$ cat src/hdl/assert_macros.svh
// ----------------------------------------------------------------------------
// Assertion macros
// Shared concurrent assertion helpers for the receive FIFO.
// ----------------------------------------------------------------------------
`ifndef ASSERT_MACROS_SVH
`define ASSERT_MACROS_SVH

// Clocked check, switched off while reset is high
`define URXF_ASSERT(lbl, clk, rst, prop, msg) \
  lbl: assert property (@(posedge clk) disable iff (rst) prop) else $error(msg);

// Clocked check that also holds through reset
`define URXF_ASSERT_ALWAYS(lbl, clk, prop, msg) \
  lbl: assert property (@(posedge clk) prop) else $error(msg);

`endif

$ cat src/hdl/urxf_pkg.sv
// ----------------------------------------------------------------------------
// urxf_pkg
// Types and constants shared by the receive FIFO modules.
// ----------------------------------------------------------------------------
package urxf_pkg;

  // Default ring size (holds one byte less than this)
  localparam int SLOTS_DEF = 64;

  localparam int BYTE_W    = 8;
  localparam int FILL_W    = 6;
  localparam int WM_W      = 6;
  localparam int CFG_IDX_W = 2;

  localparam logic [WM_W-1:0] HIGH_WM_RESET = 6'd48;
  localparam logic [WM_W-1:0] LOW_WM_RESET  = 6'd5;

  // Register indexes of the configuration port
  localparam logic [CFG_IDX_W-1:0] REG_HIGH_WM = 2'd0;
  localparam logic [CFG_IDX_W-1:0] REG_LOW_WM  = 2'd1;

  // Item kinds
  localparam logic KIND_RX   = 1'b0;
  localparam logic KIND_READ = 1'b1;

  typedef struct packed {
    logic [WM_W-1:0] high;
    logic [WM_W-1:0] low;
  } watermarks_t;

  typedef enum logic {
    ST_IDLE,
    ST_READ
  } ctrl_state_t;

endpackage

$ cat src/hdl/urxf_ram.sv
// ----------------------------------------------------------------------------
// urxf_ram
// Generic single-write, single-read synchronous RAM with registered read.
// ----------------------------------------------------------------------------
module urxf_ram #(
  parameter int WIDTH = 8,
  parameter int DEPTH = 64
) (
  input  logic                     clk,
  input  logic                     we,
  input  logic [$clog2(DEPTH)-1:0] waddr,
  input  logic [WIDTH-1:0]         wdata,
  input  logic                     re,
  input  logic [$clog2(DEPTH)-1:0] raddr,
  output logic [WIDTH-1:0]         rdata
);

  logic [WIDTH-1:0] mem [DEPTH];

  // Write port
  always_ff @(posedge clk) begin
    if (we) begin
      mem[waddr] <= wdata;
    end
  end

  // Read port, registered output
  always_ff @(posedge clk) begin
    if (re) begin
      rdata <= mem[raddr];
    end
  end

endmodule

$ cat src/hdl/urxf_ctrl.sv
// ----------------------------------------------------------------------------
// urxf_ctrl
// Pointer, fill count and hold-off control with the result register.
// ----------------------------------------------------------------------------
module urxf_ctrl #(
  parameter int SLOTS = urxf_pkg::SLOTS_DEF
) (
  input  logic                        clk,
  input  logic                        rst,
  input  urxf_pkg::watermarks_t       wm,
  // item in
  input  logic                        in_valid,
  output logic                        in_stall,
  input  logic                        kind,
  input  logic [urxf_pkg::BYTE_W-1:0] rx_byte,
  // result out
  output logic                        out_valid,
  input  logic                        out_stall,
  output logic [urxf_pkg::BYTE_W-1:0] read_byte,
  output logic                        read_ok,
  output logic                        dropped,
  output logic [urxf_pkg::FILL_W-1:0] fill_level,
  output logic                        hold_off,
  // slot memory
  output logic                        mem_we,
  output logic [$clog2(SLOTS)-1:0]    mem_waddr,
  output logic [urxf_pkg::BYTE_W-1:0] mem_wdata,
  output logic                        mem_re,
  output logic [$clog2(SLOTS)-1:0]    mem_raddr,
  input  logic [urxf_pkg::BYTE_W-1:0] mem_rdata
);
  import urxf_pkg::*;

  localparam int IDX_W = $clog2(SLOTS);
  localparam int CMP_W = IDX_W + WM_W;
  localparam logic [IDX_W-1:0] LAST = IDX_W'(SLOTS - 1);

  ctrl_state_t      st, st_next;
  logic [IDX_W-1:0] wr_idx, rd_idx, count;
  logic             stop;

  logic             accept, is_store, is_drop, is_read;
  logic [IDX_W-1:0] count_next;
  logic             stop_next;
  logic [CMP_W-1:0] count_ext, high_ext, low_ext;

  // Handshake: one item in flight, never overwrite a stalled result
  assign in_stall = (st == ST_READ) || (out_valid && out_stall);
  assign accept   = in_valid && !in_stall;

  assign is_store = accept && (kind == KIND_RX) && (count != LAST);
  assign is_drop  = accept && (kind == KIND_RX) && (count == LAST);
  assign is_read  = accept && (kind == KIND_READ) && (count != '0);

  // New count and hold-off level
  always_comb begin
    count_next = count;
    if (is_store) begin
      count_next = count + 1'b1;
    end else if (is_read) begin
      count_next = count - 1'b1;
    end
  end

  assign count_ext = CMP_W'(count_next);
  assign high_ext  = CMP_W'(wm.high);
  assign low_ext   = CMP_W'(wm.low);

  always_comb begin
    stop_next = stop;
    if (is_store && (count_ext >= high_ext)) begin
      stop_next = 1'b1;
    end else if (is_read && (count_ext < low_ext)) begin
      stop_next = 1'b0;
    end
  end

  // Slot memory access
  assign mem_we    = is_store;
  assign mem_waddr = wr_idx;
  assign mem_wdata = rx_byte;
  assign mem_re    = is_read;
  assign mem_raddr = rd_idx;

  // Sequencer: a hit read waits in ST_READ for the registered memory read
  always_comb begin
    st_next = st;
    case (st)
      ST_IDLE: begin
        if (is_read) begin
          st_next = ST_READ;
        end
      end
      ST_READ: st_next = ST_IDLE;
      default: st_next = ST_IDLE;
    endcase
  end

  always_ff @(posedge clk) begin
    if (rst) begin
      st <= ST_IDLE;
    end else begin
      st <= st_next;
    end
  end

  // Ring pointers, count and flag
  always_ff @(posedge clk) begin
    if (rst) begin
      wr_idx <= '0;
      rd_idx <= '0;
      count  <= '0;
      stop   <= 1'b0;
    end else begin
      if (is_store) begin
        wr_idx <= (wr_idx == LAST) ? '0 : wr_idx + 1'b1;
      end
      if (is_read) begin
        rd_idx <= (rd_idx == LAST) ? '0 : rd_idx + 1'b1;
      end
      count <= count_next;
      stop  <= stop_next;
    end
  end

  // Result valid
  always_ff @(posedge clk) begin
    if (rst) begin
      out_valid <= 1'b0;
    end else if (accept) begin
      out_valid <= !is_read;
    end else if (st == ST_READ) begin
      out_valid <= 1'b1;
    end else if (out_valid && !out_stall) begin
      out_valid <= 1'b0;
    end
  end

  // Result payload
  always_ff @(posedge clk) begin
    if (accept) begin
      read_byte  <= '0;
      read_ok    <= is_read;
      dropped    <= is_drop;
      fill_level <= count_ext[FILL_W-1:0];
      hold_off   <= stop_next;
    end else if (st == ST_READ) begin
      read_byte <= mem_rdata;
    end
  end

endmodule

$ cat src/hdl/uart_rx_fifo_rts_watermark.sv
// ----------------------------------------------------------------------------
// uart_rx_fifo_rts_watermark
// UART receive ring buffer with RTS hold-off watermarks.
// ----------------------------------------------------------------------------
// Usage:
//   Input channel (in_valid/in_stall): kind 0 stores rx_byte, kind 1 reads the
//   oldest byte. Each item gives exactly one result on the output channel
//   (out_valid/out_stall): read_byte/read_ok, dropped, fill_level, hold_off.
//   The ring holds SLOTS-1 bytes; an arrival when full is dropped.
//   Arrivals, drops and reads of an empty buffer give their result in the
//   cycle after acceptance; a read that returns a byte first passes the
//   ST_READ state, which waits for the registered read of the slot RAM.
//   Throughput: one item per cycle while no result is stalled, except
//   that the input stalls in ST_READ after a read that returns a byte.
//   A stalled result is held in the output register; the input then stalls
//   until that result is taken.
//   Configuration port (cfg_valid/cfg_ready, always ready): index 0 sets the
//   high watermark, index 1 the low watermark; other indexes are ignored.
//   Reset empties the buffer, clears hold-off and restores watermarks 48 / 5.
//   No clearing pass is needed after reset.
// ----------------------------------------------------------------------------
`include "assert_macros.svh"

module uart_rx_fifo_rts_watermark #(
  parameter int SLOTS = urxf_pkg::SLOTS_DEF
) (
  input  logic                           clk,
  input  logic                           rst,
  // configuration
  input  logic                           cfg_valid,
  output logic                           cfg_ready,
  input  logic [urxf_pkg::CFG_IDX_W-1:0] cfg_index,
  input  logic [urxf_pkg::WM_W-1:0]      cfg_data,
  // items in
  input  logic                           in_valid,
  output logic                           in_stall,
  input  logic                           kind,
  input  logic [urxf_pkg::BYTE_W-1:0]    rx_byte,
  // results out
  output logic                           out_valid,
  input  logic                           out_stall,
  output logic [urxf_pkg::BYTE_W-1:0]    read_byte,
  output logic                           read_ok,
  output logic                           dropped,
  output logic [urxf_pkg::FILL_W-1:0]    fill_level,
  output logic                           hold_off
);
  import urxf_pkg::*;

  localparam int IDX_W = $clog2(SLOTS);

  watermarks_t      wm;
  logic             mem_we, mem_re;
  logic [IDX_W-1:0] mem_waddr, mem_raddr;
  logic [BYTE_W-1:0] mem_wdata, mem_rdata;

  // Watermark registers
  assign cfg_ready = 1'b1;

  always_ff @(posedge clk) begin
    if (rst) begin
      wm.high <= HIGH_WM_RESET;
      wm.low  <= LOW_WM_RESET;
    end else if (cfg_valid && cfg_ready) begin
      case (cfg_index)
        REG_HIGH_WM: wm.high <= cfg_data;
        REG_LOW_WM:  wm.low  <= cfg_data;
        default: ;
      endcase
    end
  end

  // Control
  urxf_ctrl #(
    .SLOTS(SLOTS)
  ) u_ctrl (
    .clk       (clk),
    .rst       (rst),
    .wm        (wm),
    .in_valid  (in_valid),
    .in_stall  (in_stall),
    .kind      (kind),
    .rx_byte   (rx_byte),
    .out_valid (out_valid),
    .out_stall (out_stall),
    .read_byte (read_byte),
    .read_ok   (read_ok),
    .dropped   (dropped),
    .fill_level(fill_level),
    .hold_off  (hold_off),
    .mem_we    (mem_we),
    .mem_waddr (mem_waddr),
    .mem_wdata (mem_wdata),
    .mem_re    (mem_re),
    .mem_raddr (mem_raddr),
    .mem_rdata (mem_rdata)
  );

  // Slot store
  urxf_ram #(
    .WIDTH(BYTE_W),
    .DEPTH(SLOTS)
  ) u_slots (
    .clk  (clk),
    .we   (mem_we),
    .waddr(mem_waddr),
    .wdata(mem_wdata),
    .re   (mem_re),
    .raddr(mem_raddr),
    .rdata(mem_rdata)
  );

  // Checks
  `URXF_ASSERT(a_no_overwrite, clk, rst, out_valid && out_stall |-> in_stall, "stalled result not protected")
  `URXF_ASSERT(a_item_progress, clk, rst, in_valid && !in_stall |=> out_valid || in_stall, "accepted item lost")
  `URXF_ASSERT(a_miss_zero, clk, rst, out_valid && !read_ok |-> read_byte == '0, "read_byte set without read_ok")

endmodule

$ cat config.mk
export PLATFORM = sky130hd
export DESIGN_NAME = uart_rx_fifo_rts_watermark
export DESIGN_NICKNAME = d
export VERILOG_FILES = /design/src/hdl/urxf_pkg.sv /design/src/hdl/urxf_ram.sv /design/src/hdl/urxf_ctrl.sv /design/src/hdl/uart_rx_fifo_rts_watermark.sv
export VERILOG_INCLUDE_DIRS = /design/src /design/src/hdl
export SDC_FILE = /design/constraint.sdc
export NUM_CORES = 1
export LEC_CHECK = 0
export ABC_AREA = 1
export ABC_CLOCK_PERIOD_IN_PS = 2700
export BUFFER_PORTS_ARGS = -buffer_cell sky130_fd_sc_hd__buf_2
export CORE_ASPECT_RATIO = 1.4
export CORE_MARGIN = 2
export CORE_UTILIZATION = 40
export CTS_BUF_LIST = sky130_fd_sc_hd__clkbuf_4
export DETAILED_ROUTE_END_ITERATION = 10
export PLACE_DENSITY_LB_ADDON = 0.3
export SYNTH_ARGS = -nofsm -noshare
export SYNTH_HDL_FRONTEND = slang
export SYNTH_HIERARCHICAL = 1
export SYNTH_SLANG_ARGS = --single-unit
$ cat constraint.sdc
create_clock -name clk -period 2.7 [get_ports clk]
set_input_delay 0.54 -clock clk [delete_from_list [all_inputs] [get_ports clk]]
set_output_delay 0.54 -clock clk [all_outputs]
set_load 0.005 [all_outputs]
==> flow_summary.json, run 1 <==
{
  "vias": 16643,
  "gp_congestion": 0.8829,
  "drt_pass1_iterations": 5,
  "synth_area_um2": 24060,
  "yosysUniqueCellTypes": 48,
  "rows": 106,
  "powerDensity_nw_per_um2": 708.1,
  "cp_data_arrival_time_ns": 3.22,
  "async_reset_ff_share_pct": 0,
  "cap_violations": 0,
  "antenna_found_initial": 2,
  "clk_latency_ns": 0.89,
  "ant_nets": 0,
  "status": "finished clean",
  "use_met1_pct": 21.89,
  "dp_hpwl_mm": 36.42,
  "dpl_cell_area_um2": 25400,
  "nNetsFinal": 2360,
  "drt-initial-drc-count": 1299,
  "grt_use_total_pct": 19.80,
  "multiInputGateArea_um2": 6193,
  "syn_avg_cell_area_um2": 11.29,
  "grt_pass1_wl_mm": 93.33,
  "via_per_inst": 5.239,
  "critPathKind": "flop to flop",
  "syn_to_final_growth_pct": 13.98,
  "fin_worst_skew_ns": 0.06318,
  "setup_viol": 0,
  "synth_top_flop_cell": "edfxtp_1",
  "yosys.area.top_type_share_pct": 66.01,
  "cts_tree": "done",
  "crit_path_end_kind": "flop",
  "crit_fanout": 5,
  "cts_root_buf": "clkbuf_4",
  "clock_path_buffers": 3,
  "grt.met2_usage_pct": 36.10,
  "layout_min_cycle_time_ns": 2.597,
  "relSlewSlack_pct": 36.28,
  "drv_slew": 0,
  "hold_viol_final": 0,
  "vdd_drop_max_v": 0.0003526,
  "final_area_um2": 27430,
  "die_area_um2": 62160,
  "yosys-top-cells-area": "edfxtp_1 66%, nand2_1 11%, nand3_1 9.5%",
  "num_io_pins": 42,
  "synth_edf_count": 529,
  "fmax_mhz": 385.1,
  "synth_area_leader_cell": "edfxtp_1",
  "fillCellCount": 5382,
  "cts_buffers": 136,
  "place_inst": 2921,
  "seq_area_um2": 16720,
  "yosys_warnings": 6,
  "routedWlPerCell_um": 19.07,
  "core_um2": 59550,
  "grt_pass1_vias": 16811,
  "grt_busiest_layer": "met2",
  "grt_max_degree": 151,
  "clock-sinks": 570,
  "die_x_um": 211.3,
  "wirelength_mm": 60.58,
  "use_met3_pct": 3.351,
  "dieHeight_um": 294.2,
  "grt_overflow": 0,
  "leakage_nw": 10.39,
  "crit_required_ns": 3.33,
  "hp-class": "primary input to flop",
  "synth_cells": 2131,
  "stdcell_count": 3177,
  "ys_ff_latch": 570,
  "port_buffers": 40,
  "finalCritPeriodShare_pct": 96.18,
  "htree_levels": 4,
  "post-route-util_pct": 46.06,
  "layout-drive-gt1-share_pct": 17.49,
  "remaining_drc_errors": 0,
  "start_kind": "flop",
  "syn-num-nets": 2169,
  "initial_core_util_pct": 40.41,
  "tightestPinTransition_ns": 0.9547,
  "clkTransAtPathRegs_ns": 0.06,
  "seq_area_frac_synth_pct": 69.43
}
-- cell families after synthesis --
| kind of cell | synth area share (%) |
|---|---|
| and+or+nand+nor | 23.36 |
| DFF | 69.43 |
| buffers and inverters | 5.085 |
| AOI/OAI and AO/OA | 1.024 |
| adders and majority gates | 0.8319 |
| xor gates and xnor gates | 0.2548 |
| other | 0.01558 |
-- layout by cell type, fill, tap and decap left out, types with 5 or more instances in the layout --
master / netlist / final
nor4_1: 8 / 8
ha_1: 16 / 13
edfxtp_1: 529 / 529
xor2_1: 6 / 6
clkinv_1: 0 / 25
dfxtp_1: 41 / 35
nand4_1: 13 / 13
buf_4: 24 / 112
buf_2: 37 / 40
a21oi_1: 14 / 14
o21ai_0: 7 / 5
clkbuf_4: 0 / 194
nand2_2: 3 / 6
bufinv_16: 0 / 5
nand2_1: 717 / 714
inv_1: 63 / 61
nand3_1: 455 / 454
dlygate4sd3_1: 0 / 14
nor2_1: 88 / 87
buf_12: 0 / 16
-- report_power, final --
group / internal (mW) / switching, mW / total (mW)
logic: 0.781 / 1.71 / 2.49
registers: 9.76 / 0.0699 / 9.83
clock network: 3.79 / 3.31 / 7.10
-- through the flow --
step                      power (mW)  hold slack, ns  setup TNS (ns)  worst slack (ns)
final                          19.42         0.08898               0            0.1033
after global routing           20.34         0.06954         -0.1083          -0.05847
after CTS                      19.57         0.01783               0           0.02007
after detailed placement       12.44          0.4611         -0.1049          -0.05817
after global placement         12.41          0.4448        -0.06272          -0.04717
after floorplan                11.68          0.4282          -13.10           -0.2048
-- flip-flops by register name (all words and copies together) (netlist names) --
signal,count
u_slots/mem,512
wm,12
u_ctrl/read_byte,8
u_slots/rdata,8
u_ctrl/count,6
u_ctrl/fill_level,6
u_ctrl/mem_raddr,6
u_ctrl/mem_waddr,6
u_ctrl/dropped,1
u_ctrl/hold_off,1
u_ctrl/out_valid,1
u_ctrl/read_ok,1
u_ctrl/st,1
u_ctrl/stop,1
-- worst max-delay path: stages (launching register included) --
cell	delay, ns
dfxtp_4	0.36
ha_4	0.17
nand2_2	0.08
nor2_4	0.05
nand3_2	0.08
nand2_4	0.09
buf_4	0.14
o21ai_2	0.14
xor2_1	0.21
inv_1	0.09
buf_4	0.14
ha_1	0.28
nand2_1	0.07
inv_1	0.05
o211ai_1	0.08
o2111ai_1	0.14
nand2_1	0.11
nand2_1	0.06
-- final timing paths --
check	to	slack, ns	from	cells after the start
hold / removal	wm[10]	0.09	cfg_valid	3
setup / recovery	u_ctrl/hold_off	0.10	u_ctrl/count[1]	17
setup reg to reg	u_ctrl/hold_off	0.10	u_ctrl/count[1]	17
hold reg to reg	u_ctrl/read_byte[6]	0.47	u_slots/rdata[6]	2
-- routing by layer --
layer | share of wire (%) | routed length (um)
met1 | 38 | 22750
met2 | 53 | 32080
met3 | 5.1 | 3068
met4 | 4.4 | 2680
met5 | 0 | 0
-- area by class of cell --
| cell class | count | area share (%) |
|---|---|---|
| antenna | 2 | 0.01825 |
| clock buffer | 194 | 5.310 |
| clock inverter | 41 | 1.131 |
| inverter | 69 | 1.026 |
| multi-input combinational | 1362 | 22.58 |
| sequential | 570 | 60.97 |
| tap | 756 | 3.449 |
| timing repair buffer | 183 | 5.516 |
-- Yosys cell counts, types with 3 or more instances --
cell	number
nand3_1	455
ha_1	16
o21ai_1	4
nand3_4	3
nor4_1	8
buf_6	40
nand2_2	3
inv_1	63
buf_1	10
edfxtp_1	529
dfxtp_1	41
nand2_1	717
nor2_1	88
xor2_1	6
buf_2	37
buf_4	24
nand4_1	13
a21oi_1	14
o21ai_0	7
clkbuf_1	17
-- what timing repair did --
action / in CTS / in global routing
gates resized for setup: 0 / 22
hold buffers: 14 / 0
setup endpoints to repair: 0 / 14
buffers inserted: 0 / 5
endpoints found under the hold margin: 22 / 0
(Power assumes the default switching activity.)
==> inputs of run 2 (changes only) <==
CORE_UTILIZATION = 54   (was 40)
==> run 2 against run 1 <==
Combinational power decreased by 4%. Sequential cell count unchanged. Design area decreased by 1.9%. Setup slack improved by 0.074 ns. Via count decreased by 0.99%. Power decreased by 3.6%. Sequential power about the same. Core utilization increased by 15 points. Maximum frequency increased by 2.9%.
==> flow_summary.json, run 2 (synthesized netlist as in run 1, its figures left out) <==
{
  "vdd_drop_max_v": 0.0004430,
  "crit_end": "u_ctrl/hold_off",
  "critical_path.max_stage_delay_ns": 0.35,
  "setup_viol": 0,
  "leakage_nw": 10.32,
  "cts_tree": "done",
  "drv_slew": 0,
  "relSlewSlack_pct": 25.01,
  "syn_to_final_growth_pct": 11.84,
  "cts_buffers": 132,
  "layout-drive-gt1-share_pct": 17.45,
  "gp_congestion": 0.8574,
  "die_x_um": 182.4,
  "initial_core_util_pct": 54.61,
  "drt_pass1_iterations": 5,
  "remaining_drc_errors": 0,
  "vias": 16478,
  "tightestPinTransition_ns": 1.124,
  "core_um2": 44060,
  "die_area_um2": 46290,
  "top_regs": "u_slots/mem (512), wm (12)",
  "final.setup.tns_ns": 0,
  "grt_pass1_vias": 16247,
  "fin_worst_skew_ns": 0.03820,
  "crit_fanout": 5,
  "drt-initial-drc-count": 1684,
  "status": "finished clean",
  "critical_path.cell_chain": "ha_1 -> nand2_1 -> nor2_4 -> nand3_2 -> nand2_4 -> inv_4 -> a32o_1 -> xnor2_2 -> inv_1 -> ha_1 -> nand2_1 -> o21ai_1 -> a211oi_2 -> nand2_1 -> nand2_2 -> nand2_1",
  "fillCellCount": 3466,
  "ant_nets": 0,
  "fmax_mhz": 396.4,
  "cts_root_buf": "clkbuf_4",
  "crit_top_cell": "nand2_1",
  "antenna_found_initial": 1,
  "htree_levels": 4,
  "dp_hpwl_mm": 35.54,
  "crit_required_ns": 3.29,
  "critPathSlowestCell": "dfxtp_2",
  "critPathKind": "flop to flop",
  "hold_viol_final": 0,
  "rows": 91,
  "grt_use_total_pct": 25.11,
  "final_area_um2": 26910,
  "reg2reg_from": "u_ctrl/count[1]",
  "via_per_inst": 5.544,
  "port_buffers": 40,
  "cap_violations": 0,
  "largest_reg_flops": 512,
  "nNetsFinal": 2354,
  "powerDensity_nw_per_um2": 695.4,
  "grt_pass1_wl_mm": 88.06,
  "dieHeight_um": 253.8,
  "clk_latency_ns": 0.84,
  "start_kind": "flop",
  "clock-sinks": 570,
  "reg2reg_depth": 16,
  "final_common_cell": "nand2_1",
  "multiInputGateArea_um2": 6173,
  "clock_path_buffers": 3,
  "cp_data_arrival_time_ns": 3.11,
  "seq_area_um2": 16720,
  "mostFrequentLayoutCells": "716 x nand2_1, 529 x edfxtp_1, 455 x nand3_1",
  "grt_max_degree": 132,
  "clkTransAtPathRegs_ns": 0.07,
  "wirelength_mm": 57.26,
  "hp-class": "primary input to flop",
  "num_io_pins": 42,
  "reg2reg_slack_ns": 0.18,
  "grt_overflow": 0,
  "regMostFlops": "u_slots/mem",
  "finalCritPeriodShare_pct": 93.44,
  "crit_path_end_kind": "flop",
  "post-route-util_pct": 61.08,
  "dpl_cell_area_um2": 25170,
  "routedWlPerCell_um": 19.27,
  "layout_min_cycle_time_ns": 2.523,
  "rr_endpoint": "u_ctrl/hold_off",
  "startpoint": "u_ctrl/count[1]"
}
## run 2: changes by cell type in the layout (fill, tap and decap cells not counted), moves of 4 or more
cell / change
inv_2: +8
dlygate4sd3_1: -7
buf_4: +10
bufinv_16: -5
buf_12: -4
## run 2: how the worst min path moves through the flow
stage | startpoint | endpoint | slack (ns) | cells past startpoint
floorplan | u_slots/rdata[6] | u_ctrl/read_byte[6] | 0.43 | 2
global placement | wm[2] | wm[2] | 0.45 | 2
detailed placement | wm[11] | wm[11] | 0.45 | 2
CTS | cfg_index[0] | wm[2] | 0.006 | 3
global route | cfg_index[0] | wm[0] | 0.04 | 3
finish | cfg_index[0] | wm[2] | 0.05 | 3
## run 2: routing by layer
layer	track usage [%]	part of all wire (%)	vias up	wire [um]
met1	29.32	37	7808	21230
met5	0	0	-	0
li1	-	-	7834	-
met4	13.66	4.4	0	2521
met3	4.314	6.5	150	3704
met2	44.23	52	686	29800
## run 2: metrics by stage
| step | hold WS (ns) | std cells | power, mW | setup slack [ns] |
|---|---|---|---|---|
| 6_report | 0.05423 | 2972 | 18.72 | 0.1772 |
| 5_1_grt | 0.04239 | 2972 | 19.52 | -0.008775 |
| 4_1_cts | 0.006336 | 2970 | 18.82 | 0.02686 |
| 3_5_place_dp | 0.4491 | 2732 | 12.34 | -0.1218 |
| 3_3_place_gp | 0.4465 | 2732 | 12.29 | -0.05868 |
| 2_1_floorplan | 0.4282 | 2131 | 11.68 | -0.2048 |
## run 2: worst max-delay path: cells and delay by family (launching register included)
| kind | cells | cell delay, ns |
|---|---|---|
| xor gates and xnor gates | 1 | 0.15 |
| adders and majority gates | 2 | 0.44 |
| AOI/OAI and AO/OA | 3 | 0.49 |
| buffers and inverters | 2 | 0.15 |
| and+or+nand+nor | 8 | 0.69 |
| DFF | 1 | 0.35 |
## run 2: final cells by class
cell class	instances	share of cell area, %
Tap cell	558	2.594
Clock inverter	34	0.5114
Sequential cell	570	62.12
Clock buffer	197	5.495
Inverter	69	1.037
Antenna cell	1	0.009298
Timing Repair Buffer	181	5.300
Multi-Input combinational cell	1362	22.94
## run 2: where the power goes
part,switching (mW),internal [mW]
clock,3.18,3.33
combinational,1.65,0.740
sequential,0.0601,9.76
## run 2: repair_timing
item,4_1_cts,5_1_grt
hold buffers,7,0
setup buffers,0,1
endpoints found under the setup margin,0,2
hold endpoints to repair,10,0
gates resized for setup,0,10
